`src/sv/tcw_alu.sv`:
```
// Shared add/subtract and compare unit used by the console sequencer.
module tcw_alu #(
  parameter int VAL_W = 12
) (
  input  logic [VAL_W-1:0] op_a,
  input  logic [VAL_W-1:0] op_b,
  input  logic             sub,
  input  logic [VAL_W-1:0] lim,
  output logic [VAL_W-1:0] sum,
  output logic             ge
);

  logic [VAL_W-1:0] b_eff;

  // Subtraction adds the two's complement of the second operand.
  assign b_eff = sub ? ~op_b : op_b;
  assign sum   = op_a + b_eff + {{(VAL_W-1){1'b0}}, sub};

  // Limit compare on the result.
  assign ge = (sum >= lim);

endmodule

```
`config.mk`:
```
export PLATFORM = sky130hd
export DESIGN_NAME = tcw_alu
export DESIGN_NICKNAME = d
export VERILOG_FILES = /design/src/sv/tcw_alu.sv
export SDC_FILE = /design/constraint.sdc
export NUM_CORES = 1
export LEC_CHECK = 0
export BUFFER_PORTS_ARGS = -buffer_cell sky130_fd_sc_hd__buf_2
export CORE_ASPECT_RATIO = 0.6
export CORE_UTILIZATION = 45
export DETAILED_ROUTE_END_ITERATION = 10
export GPL_TIMING_DRIVEN = 0
export PLACE_DENSITY = 0.88
export SLEW_MARGIN = 0
export SYNTH_ARGS = -nofsm -noshare
export SYNTH_HDL_FRONTEND = slang
export SYNTH_SLANG_ARGS = --single-unit
```
`constraint.sdc`:
```
create_clock -name vclk -period 5.2
set_input_delay 1.04 -clock vclk [all_inputs]
set_output_delay 1.04 -clock vclk [all_outputs]
set_load 0.02 [all_outputs]
```
Yosys cells after proc, flatten, opt, wreduce, memory -nomap -nowiden
Index checks and enable logic that the tools add are counted.
- $add $sub $neg: 2
- magnitude comparators: 1
- mux-type cells: 1
- bitwise logic cells: 1
- operators by type and width (cell ; count):
    $add A12 B1 Y12 ; 1
    $add A12 B12 Y12 ; 1
    $ge A12 B12 Y1 ; 1
    $mux W12 ; 1
    $not A12 Y12 ; 1
- bits in registers: 0
- output and inout bits: 13
- word-level logic and storage cells: 5

Depth between registers and ports, before layout
- word-level depth: 5
- gate-level depth with buffers: 14
- depth with buffers taken out: 12

Worst setup path before layout
No wires, ideal clock.
- kind: input port to output port
- start: input port sub
- end: output port ge
- data arrival time: 3.877 ns
- data required time: 4.160 ns
- path slack: 0.283 ns
- cell stages on the path: 12
- cell sequence: buf_2 > xor2_1 > fa_1 > a211o_1 > a21oi_2 > nor2b_1 > nor2_1 > xnor2_1 > ha_1 > nand4_1 > o31a_1 > o21ai_0
- word-level cells in the longest chain between the ends: 4
- ends and longest elaborated chain (what ; line ; source):
    start, declared ; 7 ; input logic sub,
    $mux W12 ; 16 ; assign b_eff = sub ? ~op_b : op_b;
    $add A12 B12 Y12 ; 17 ; assign sum = op_a + b_eff + {{(VAL_W-1){1'b0}}, sub};
    $add A12 B1 Y12 * ; 17 ;
    net sum[6] ; 9 ; output logic [VAL_W-1:0] sum,
    $ge A12 B12 Y1 * ; 20 ; assign ge = (sum >= lim);
    end, declared ; 10 ; output logic ge
Mark *: on every way through the listed nets, which the timed path passes. The rest lies on a longest branch.

Worst setup path in the final report
- start: input port sub
- end: output port ge
- word-level cells in the longest chain between the ends: 4
- ends and longest elaborated chain (what ; line):
    $mux W12 ; 16
    $add A12 B12 Y12 ; 17
    $add A12 B1 Y12 * ; 17
    $ge A12 B12 Y1 * ; 20
Mark *: on every way between the ends. The rest lies on a longest branch, timed or not.

==> impl_metrics.env <==
export IMPL_total_leakage_power_nw=0.7257
export IMPL_drt_wirelength_um=2699
export IMPL_critical_path_start_type="input port"
export IMPL_dominant_combinational_cell_family_by_area_after_synthesis="compound AO/OA/AOI/OAI gates"
export IMPL_antenna_cells=0
export IMPL_mappedNetlistNets=187
export IMPL_netlist_area_um2=993.5
export IMPL_die_width_um=62.66
export IMPL_comb_pwr_share_pct=100.0
export IMPL_vdd_ir_drop_max_uv=81.30
export IMPL_fp_dieArea_um2=2406
export IMPL_port_buffers=50
export IMPL_drtPass1Iterations=4
export IMPL_top_post_synthesis_cells_by_area="sky130_fd_sc_hd__ha_1 (28%), sky130_fd_sc_hd__xor2_1 (11%), sky130_fd_sc_hd__xnor2_1 (6.2%)"
export IMPL_power_net_switching_w=0.0001693
export IMPL_crit_family="compound AO/OA/AOI/OAI gates"
export IMPL_cap_viol_max_count=0
export IMPL_worst_path_fanout_max=10
export IMPL_clkPwrFrac_pct=0
export IMPL_run_status="complete, no violations"
export IMPL_groute_usage_overall_pct=22.91
export IMPL_rows=12
export IMPL_setup_tns_after_final_layout_ns=0
export IMPL_dp_hpwl_um=2388
export IMPL_power_density_cell_area_nw_per_um2=226.8
export IMPL_min_path_type="in -> out"
export IMPL_hold_ws_ns=2.412
export IMPL_power_report_internal_total_w=0.0001212
export IMPL_stdcell_count=205
export IMPL_timing_critical_path_buf_inv=3
export IMPL_floorplan_initialDensity_pct=50.51
export IMPL_critical_path_max_stage_delay_ns=0.46
export IMPL_synthDistinctLibCells=32
export IMPL_synth_adder_area_share_pct=29.72
export IMPL_count_of_mapped_cells_out_of_synthesis=127
export IMPL_worstSetupEndpointType="output pin"
export IMPL_core_um2=1967
export IMPL_critical_path_slowest_cell="sky130_fd_sc_hd__fa_1"
export IMPL_slew_viol_final=0
export IMPL_numPlacedInstances=205
export IMPL_timing_critical_path_to="ge"
export IMPL_cts_setup_buffers=0
export IMPL_drc=0
export IMPL_post_synth_mux_area_share_pct=1.511
export IMPL_fillerInstances=181
export IMPL_syn_mean_instance_area_um2=7.822
export IMPL_netSwitchingFraction_pct=58.28
export IMPL_worstMarginPinSlew_ns=0.3377
export IMPL_drt_vias_per_instance=5.420
export IMPL_clock_fmax_mhz=200.7
export IMPL_seq_area_um2=0
export IMPL_timing_critical_path_arrival_ns=3.94
export IMPL_startpoint="sub"
export IMPL_nets=239
export IMPL_cp_depth=15
export IMPL_grt_first_pass_wirelength_um=4347
export IMPL_synth_compound_area_share_pct=31.36
export IMPL_synth_warnings=0
export IMPL_synth_largest_area_cell="sky130_fd_sc_hd__ha_1"
export IMPL_avgRoutedWirePerCell_um=13.17
export IMPL_seqPwrFrac_pct=0
export IMPL_area_share_of_and_or_nand_nor_cells_after_synthesis_pct=11.59
export IMPL_globalplace_congestion=0.8864
export IMPL_final_antenna_net_count=0
export IMPL_critical_path_cell_chain="buf_2, clkbuf_4, xor2_1, fa_1, a211o_1, a21oi_2, nor2b_1, nor2_1, xnor2_1, ha_1, a21o_1, a21oi_1, o31a_1, o21ai_0, buf_2"
export IMPL_headroom_to_the_max_slew_limit_pct=77.28
export IMPL_drive_above_1_share_pct=35.03
export IMPL_sequential_cell_area_fraction_in_the_yosys_report_pct=0
export IMPL_rsz0062_at_grt="false"
export IMPL_setup_violations=0
export IMPL_final_hold_viol_count=0
export IMPL_fin_crit_sh_pct=95.84
export IMPL_io_pins=50
export IMPL_synthToLayoutAreaGrowth_pct=28.97
export IMPL_synth_top_area_share_pct=27.71
export IMPL_worst_setup_path_type="in -> out"
export IMPL_initial_antenna_violation_count=0
export IMPL_numSequentialCells=0
export IMPL_timing_critical_path_required_ns=4.16
export IMPL_detailroute_via_count=1111
export IMPL_yosys_area_share_xor_xnor_pct=17.63
export IMPL_fin_crit_ns=4.983
export IMPL_most_used_cell_along_the_critical_path="sky130_fd_sc_hd__buf_2"
export IMPL_fp_dieH_um=38.40
export IMPL_first_global_vias=1006
export IMPL_grt_start_max_net_pins=11
export IMPL_grt_ovfl_total=0
export IMPL_clock_buffer_instance_count_of_the_final_layout=0
export IMPL_drt_initial_drc_count=20
## per-stage QoR
step / utilization, % / total power [W] / instance area (µm²) / setup WS, ns
final: 65.14 / 0.0002906 / 1281 / 0.2166
after global routing: 65.14 / 0.0003161 / 1281 / 0.02801
after CTS: 65.01 / 0.0002887 / 1279 / 0.1956
after detailed placement: 65.01 / 0.0002873 / 1279 / 0.2095
after global placement: 65.01 / 0.0002721 / 1279 / 0.2980
after floorplan: - / 0.0002055 / 993.5 / 0.2828
## layout make-up
type	count	area, µm²	area share, %
Multi-Input combinational cell	108	912.1	71.19
Tap cell	28	35.03	2.734
Buffer	3	23.77	1.855
Timing Repair Buffer	50	250.2	19.53
Inverter	16	60.06	4.687
## power groups by stage
stage	combinational, W	clock [W]	sequential [W]
after detailed placement	0.000287	0	0
after floorplan	0.000206	0	0
after CTS	0.000289	0	0
final	0.000291	0	0
after global routing	0.000316	0	0
after global placement	0.000272	0	0
## how the worst min path moves through the flow
stage / from / end / slack, ns / cells past startpoint
3_5_place_dp: op_a[0] / sum[0] / 2.41 / 3
6_report: op_a[0] / sum[0] / 2.41 / 3
4_1_cts: op_a[0] / sum[0] / 2.41 / 3
2_1_floorplan: op_b[0] / sum[0] / 2.21 / 1
5_1_grt: op_a[0] / sum[0] / 2.43 / 3
3_3_place_gp: op_a[0] / sum[0] / 2.40 / 3
## synthesized netlist by cell type (all sizes together)
library cell / count
xnor2: 7
nand2: 2
o32ai: 1
fa: 1
ha: 22
a211o: 1
nor2b: 2
a21o: 8
o211ai: 1
nand3: 3
o21a: 2
o31a: 2
o31ai: 1
and3b: 1
nand4: 4
nand2b: 1
a21oi: 17
a211oi: 2
o21ai: 6
nor4: 1
mux2: 1
inv: 16
a31oi: 1
nor3b: 2
xor2: 13
nor2: 5
o21ba: 1
buf: 3
## cells by family (layout without fill, tap and decap cells)
group / count (synthesis) / after routing
compound gates: 43 / 43
xor+xnor: 20 / 20
simple gates: 21 / 21
buf+inv: 19 / 69
mux: 1 / 1
fa+ha+maj: 23 / 23
## routing by layer
metal  GRT usage, %  wire, µm
met1          27.54      1166
met2          44.02      1265
met3          2.083       191
met4          8.140        76
met5              0         0
## repair_timing
item | in CTS | in global routing
hold buffers | 0 | 0
gates resized for setup | 0 | 2
setup endpoints to repair | 0 | 1
## placed cells by master, fill, tap and decap left out, types with 2 or more instances in the layout
master and instances:
sky130_fd_sc_hd__xnor2_1 7, sky130_fd_sc_hd__o21a_1 2, sky130_fd_sc_hd__nor2_1 5, sky130_fd_sc_hd__buf_2 51, sky130_fd_sc_hd__a21oi_2 4, sky130_fd_sc_hd__a21oi_1 12, sky130_fd_sc_hd__inv_1 16, sky130_fd_sc_hd__nand4_1 4
sky130_fd_sc_hd__nor3b_1 2, sky130_fd_sc_hd__ha_1 22, sky130_fd_sc_hd__nor2b_1 2, sky130_fd_sc_hd__a211oi_1 2, sky130_fd_sc_hd__a21o_1 8, sky130_fd_sc_hd__nand2_1 2, sky130_fd_sc_hd__xor2_1 13, sky130_fd_sc_hd__o21ai_0 5
sky130_fd_sc_hd__nand3_1 3
Note: power is estimated with default switching activity, not from simulation.
